--- config.mk ---
export PLATFORM = sky130hd
export DESIGN_NAME = rsfd_ctrl
export DESIGN_NICKNAME = d
export VERILOG_FILES = /design/src/rtl/core/rsfd_pkg.sv /design/src/rtl/core/rsfd_ctrl.sv
export SDC_FILE = /design/constraint.sdc
export NUM_CORES = 1
export LEC_CHECK = 0
export BUFFER_PORTS_ARGS = -buffer_cell sky130_fd_sc_hd__clkbuf_2
export CAP_MARGIN = 20
export CORE_MARGIN = 4
export CORE_UTILIZATION = 40
export DETAILED_ROUTE_END_ITERATION = 12
export PLACE_DENSITY = 0.78
export REMOVE_ABC_BUFFERS = 1
export SKIP_CTS_REPAIR_TIMING = 1
export SYNTH_ARGS = -nofsm -noshare
export SYNTH_HDL_FRONTEND = slang
export SYNTH_SLANG_ARGS = --single-unit
--- constraint.sdc ---
create_clock -name clk_i -period 2 [get_ports clk_i]
set_input_delay 0.5 -clock clk_i [delete_from_list [all_inputs] [get_ports clk_i]]
set_output_delay 0.5 -clock clk_i [all_outputs]
set_load 0.01 [all_outputs]
--- src/rtl/core/rsfd_pkg.sv ---
// ----------------------------------------------------------------------------
// rsfd_pkg
// Shared constants, codes and controller/datapath interface types.
// ----------------------------------------------------------------------------
package rsfd_pkg;

  localparam int RECORDS       = 32;
  localparam int PAYLOAD_BYTES = 16;
  localparam int MAX_CAPACITY  = 32;
  localparam int HDR_BYTES     = 5;
  localparam int RESULT_LIMIT  = 32;

  localparam int REC_W     = $clog2(RECORDS);
  localparam int CNT_W     = $clog2(RECORDS + 1);
  localparam int PB_W      = (PAYLOAD_BYTES > 1) ? $clog2(PAYLOAD_BYTES) : 1;
  localparam int PBC_W     = $clog2(PAYLOAD_BYTES + 1);
  localparam int PAY_DEPTH = RECORDS * (1 << PB_W);
  localparam int CAP_W     = 6;
  localparam int CAP_LIM   = (MAX_CAPACITY < RESULT_LIMIT) ? MAX_CAPACITY : RESULT_LIMIT;
  localparam int PCNT_W    = 5;
  localparam int J_W       = 6;

  localparam logic [7:0] PKT_TYPE_A = 8'd1;
  localparam logic [7:0] PKT_TYPE_B = 8'd3;

  typedef enum logic [1:0] {
    ST_ACCEPT = 2'd0,
    ST_REJECT = 2'd1,
    ST_BYTE   = 2'd2,
    ST_EMPTY  = 2'd3
  } status_e;

  typedef struct packed {
    logic parse_en;
    logic take_start;
    logic hdr_rd;
    logic walk_dec;
    logic rec_take;
    logic emit_hdr;
    logic pay_rd;
    logic emit_pay;
    logic finish;
    logic cmp_start;
    logic cmp_next;
    logic cmp_keep;
    logic cmp_step;
    logic cmp_end;
  } cmd_t;

  typedef struct packed {
    logic out_free;
    logic walk_done;
    logic match;
    logic fits;
    logic last_hdr;
    logic len_zero;
    logic last_pay;
    logic any_taken;
    logic cmp_done;
    logic slot_taken;
    logic slot_inplace;
    logic copy_last;
  } sts_t;

endpackage

--- src/rtl/core/rsfd_ctrl.sv ---
// ----------------------------------------------------------------------------
// rsfd_ctrl
// Sequencer: packet intake, newest-first take walk, store compaction.
// ----------------------------------------------------------------------------
module rsfd_ctrl
  import rsfd_pkg::*;
(
  input  logic clk_i,
  input  logic rst_ni,
  input  logic in_valid_i,
  input  logic in_op_i,
  input  sts_t sts_i,
  output logic in_ready_o,
  output cmd_t cmd_o
);

  typedef enum logic [3:0] {
    S_IDLE, S_WRD, S_WHD, S_EHDR, S_PRD, S_PEMIT, S_FIN, S_CSCAN, S_CCOPY
  } state_e;

  state_e state_q, state_d;

  assign in_ready_o = (state_q == S_IDLE) && sts_i.out_free;

  always_comb begin
    state_d = state_q;
    cmd_o   = '0;
    unique case (state_q)
      S_IDLE: begin
        if (in_valid_i && sts_i.out_free) begin
          if (in_op_i) begin
            cmd_o.take_start = 1'b1;
            state_d = S_WRD;
          end else begin
            cmd_o.parse_en = 1'b1;
          end
        end
      end
      S_WRD: begin
        if (sts_i.walk_done) begin
          state_d = S_FIN;
        end else begin
          cmd_o.hdr_rd = 1'b1;
          state_d = S_WHD;
        end
      end
      S_WHD: begin
        if (sts_i.match && !sts_i.fits) begin
          state_d = S_FIN;
        end else if (sts_i.match) begin
          cmd_o.rec_take = 1'b1;
          state_d = S_EHDR;
        end else begin
          cmd_o.walk_dec = 1'b1;
          state_d = S_WRD;
        end
      end
      S_EHDR: begin
        if (sts_i.out_free) begin
          cmd_o.emit_hdr = 1'b1;
          if (sts_i.last_hdr) begin
            if (sts_i.len_zero) begin
              cmd_o.walk_dec = 1'b1;
              state_d = S_WRD;
            end else begin
              state_d = S_PRD;
            end
          end
        end
      end
      S_PRD: begin
        cmd_o.pay_rd = 1'b1;
        state_d = S_PEMIT;
      end
      S_PEMIT: begin
        if (sts_i.out_free) begin
          cmd_o.emit_pay = 1'b1;
          if (sts_i.last_pay) begin
            cmd_o.walk_dec = 1'b1;
            state_d = S_WRD;
          end else begin
            state_d = S_PRD;
          end
        end else begin
          // read data is not held; fetch the byte again
          state_d = S_PRD;
        end
      end
      S_FIN: begin
        if (sts_i.out_free) begin
          cmd_o.finish = 1'b1;
          if (sts_i.any_taken) begin
            cmd_o.cmp_start = 1'b1;
            state_d = S_CSCAN;
          end else begin
            state_d = S_IDLE;
          end
        end
      end
      S_CSCAN: begin
        if (sts_i.cmp_done) begin
          cmd_o.cmp_end = 1'b1;
          state_d = S_IDLE;
        end else if (sts_i.slot_taken) begin
          cmd_o.cmp_next = 1'b1;
        end else if (sts_i.slot_inplace) begin
          cmd_o.cmp_next = 1'b1;
          cmd_o.cmp_keep = 1'b1;
        end else begin
          state_d = S_CCOPY;
        end
      end
      S_CCOPY: begin
        cmd_o.cmp_step = 1'b1;
        if (sts_i.copy_last) begin
          cmd_o.cmp_next = 1'b1;
          cmd_o.cmp_keep = 1'b1;
          state_d = S_CSCAN;
        end
      end
      default: state_d = S_IDLE;
    endcase
  end

  always_ff @(posedge clk_i or negedge rst_ni) begin
    if (!rst_ni) begin
      state_q <= S_IDLE;
    end else begin
      state_q <= state_d;
    end
  end

endmodule

==> run_results.csv <==
group,metric,value,unit
outcome,outcome,"complete, but fails checks",
outcome,failed_checks,"negative setup slack",
routing,routedWlPerCell,14.6,microns
sta,worst_slack,-58.5,ps
cts,tritoncts,"yes",
critical_path,crit_slowest_cell,"dfrtp_2",
place,dp_cells,126,
critical_path,crit_arrival,1560,ps
critical_path,cp_top_family,"simple AND/OR/NAND/NOR gates",
sta,slew_headroom,82.9,%
critical_path,crit_required,1500,ps
layout,layout_commonest_cell,"clkbuf_2",
die,start_util,43.6,%
layout,design_area,950,sq um
power,p_switching,553,uW
cts,path_clk_slew,40,ps
cts,htree_levels,1,
critical_path,cp_max_fo,5,
critical_path,reg2reg_to,"state_q[2]$_DFFE_PN0P_",
power,comb_power_share,76.5,%
grt,grt_overflow,0,
flow_run,cap_violations,0,
layout,reg_top3,"state_q x4",
sta,final-max-slew-violation-count,0,
power,p_seq_share,15.3,%
cts,insertion_delay,230,ps
layout,n_antenna_cell,0,
place,io_buffers,30,
critical_path,crit_end,"cmd_o[3]",
die,chipWidth,46.1,microns
grt,grt_pass1_vias,658,
sta,finalCriticalPeriod,2060,ps
routing,drt-initial-drc-count,29,
synthesis,netlist_instances,81,
sta,rsz0062_at_grt,"yes",
die,ios,31,
layout,area_growth,63.2,%
layout,utilization,71.2,%
cts,cts.sinks,4,
die,rows,13,
synthesis,seq_area_frac_synth,17.2,%
layout,registers.top_by_ff_count,"state_q",
die,die_h,46.1,microns
sta,fmaxAchievable,0.486,GHz
critical_path,path_buf_inv,1,
place,post-place-ws,97.9,ps
routing,drcViolationCount,0,
sta,finalCritPeriodShare,103,%
synthesis,yosysWarnings,0,
grt,grt_max_degree,12,
place,dp_hpwl,1330,microns
power,peakVddDrop,807,uV
routing,first_pass_iters,4,
power,p_per_area,1320,nW/um^2
power,clkPwrFrac,8.2,%
critical_path,worst-path-stages,5,
grt,grt.total_usage,17.0,%
layout,largest_reg_flops,4,
critical_path,r2r_cells,6,
layout,drive_gt1_share,56.6,%
power,intPower,696,uW
synthesis,synth_cell_types,32,
grt,antenna_found_initial,0,
critical_path,slowest_delay,430,ps
cts,clockBufferDepth,2,
sta,setup_tns,-75.3,ps
sta,fin_worst_skew,1.82,ps
die,core_area,1330,sq um
synthesis,synth_seq_cells,4,
critical_path,end_kind,"output port",
critical_path,worstSetupStartpointType,"flip-flop",
synthesis,syn_area,582,sq um
critical_path,r2r-start,"state_q[3]$_DFFE_PN0P_",
routing,num_vias,798,
sta,worst_pin_slew,256,ps
grt,grt_pass1_wl,2700,microns
layout,final_cells,144,
min_path,hp-class,"input pin to async pin",
place,place_area,759,sq um
routing,wirelength,2100,microns
place,finalWeightedCongestion,0.868,
sta,holdWs,60.2,ps
critical_path,r2r_slack,140,ps
critical_path,cp_cell_sequence,"nand2b_4, or3_4, o21bai_4, nand2_1, buf_2",
critical_path,startpoint,"state_q[3]$_DFFE_PN0P_",
routing,vias_per_cell,5.54,
cts,cts_buffers,3,
sta,setup_viol,2,
critical_path,critical_path_class,"flip-flop to output port",
power,leakage,0.487,nW
power,switching_share,44.3,%
power,finalPower,1.25,mW
synthesis,synth_area_per_cell,7.18,sq um
sta,hold_violations,0,
layout,final_cell_mix,"26 x clkbuf_2, 18 x buf_4, 9 x nand2_1",
die,die_area,2130,sq um
layout,layout.nets,147,
cts,root_buffer,"clkbuf_4",
routing,ant_nets,0,
-- worst register-to-register path, cell delays in order, from the launching register on --
cell and delay, ps:
dfrtp_2 430, nand2b_4 160, or3_4 380, o21bai_4 180
buf_4 150, o2111ai_4 120, mux2_4 330
-- power by group through the flow --
stage	registers (mW)	clock network (mW)	logic, mW
floorplan	0.199	0	0.441
global placement	0.195	0	0.647
detailed placement	0.195	0	0.662
CTS	0.198	0.108	0.661
global route	0.194	0.117	1.04
finish	0.191	0.103	0.956
-- cell usage after synthesis (all sizes together) --
cell	number	area [sq um]
a21oi	5	25.0
a22oi	2	15.0
a311oi	1	8.76
a31oi	2	12.5
and2	1	6.26
and3	2	12.5
and4	1	8.76
buf	4	28.8
clkbuf	2	7.51
dfrtp	4	100
inv	6	22.5
mux2	2	30.0
mux2i	1	10.0
nand2	9	33.8
nand2b	5	38.8
nand3	4	20.0
nand3b	1	7.51
nor2	8	30.0
nor2b	2	12.5
nor3	5	25.0
o2111ai	1	26.3
o211ai	1	7.51
o21ai	4	20.0
o21bai	1	18.8
o22ai	3	18.8
o32ai	1	8.76
or2	1	6.26
or3	1	11.3
xnor2	1	8.76
-- final cells by class --
class | instances | area (sq um)
clock buffer | 3 | 22.5
fill | 101 | 384
inverter | 6 | 22.5
multi-input combinational | 65 | 468
sequential | 4 | 105
tap | 15 | 18.8
timing repair buffer | 51 | 313
-- worst min-delay path by stage --
| stage | start | to | cells after the start |
|---|---|---|---|
| finish | rst_ni | state_q[0]$_DFFE_PN0P_ | 1 |
| global route | rst_ni | state_q[0]$_DFFE_PN0P_ | 1 |
| CTS | rst_ni | state_q[0]$_DFFE_PN0P_ | 1 |
| detailed placement | rst_ni | state_q[0]$_DFFE_PN0P_ | 1 |
| global placement | rst_ni | state_q[0]$_DFFE_PN0P_ | 1 |
| floorplan | rst_ni | state_q[0]$_DFFE_PN0P_ | 0 |
-- metal layers --
| layer | vias to the layer above | GRT usage [%] | wire, microns |
|---|---|---|---|
| li1 | 388 | - | - |
| met1 | 368 | 23.6 | 795 |
| met2 | 38 | 26.4 | 1120 |
| met3 | 4 | 0.391 | 156 |
| met4 | 0 | 8.52 | 20 |
| met5 | - | 0 | 0 |
-- cells by family (layout without fill, tap and decap cells) --
family | Yosys count | after routing | synth area share (%)
simple gates | 40 | 40 | 36.6
compound gates | 21 | 21 | 27.7
buf+inv | 12 | 60 | 10.1
flops | 4 | 4 | 17.2
mux | 3 | 3 | 6.88
xor+xnor | 1 | 1 | 1.51
(Power assumes the default switching activity.)
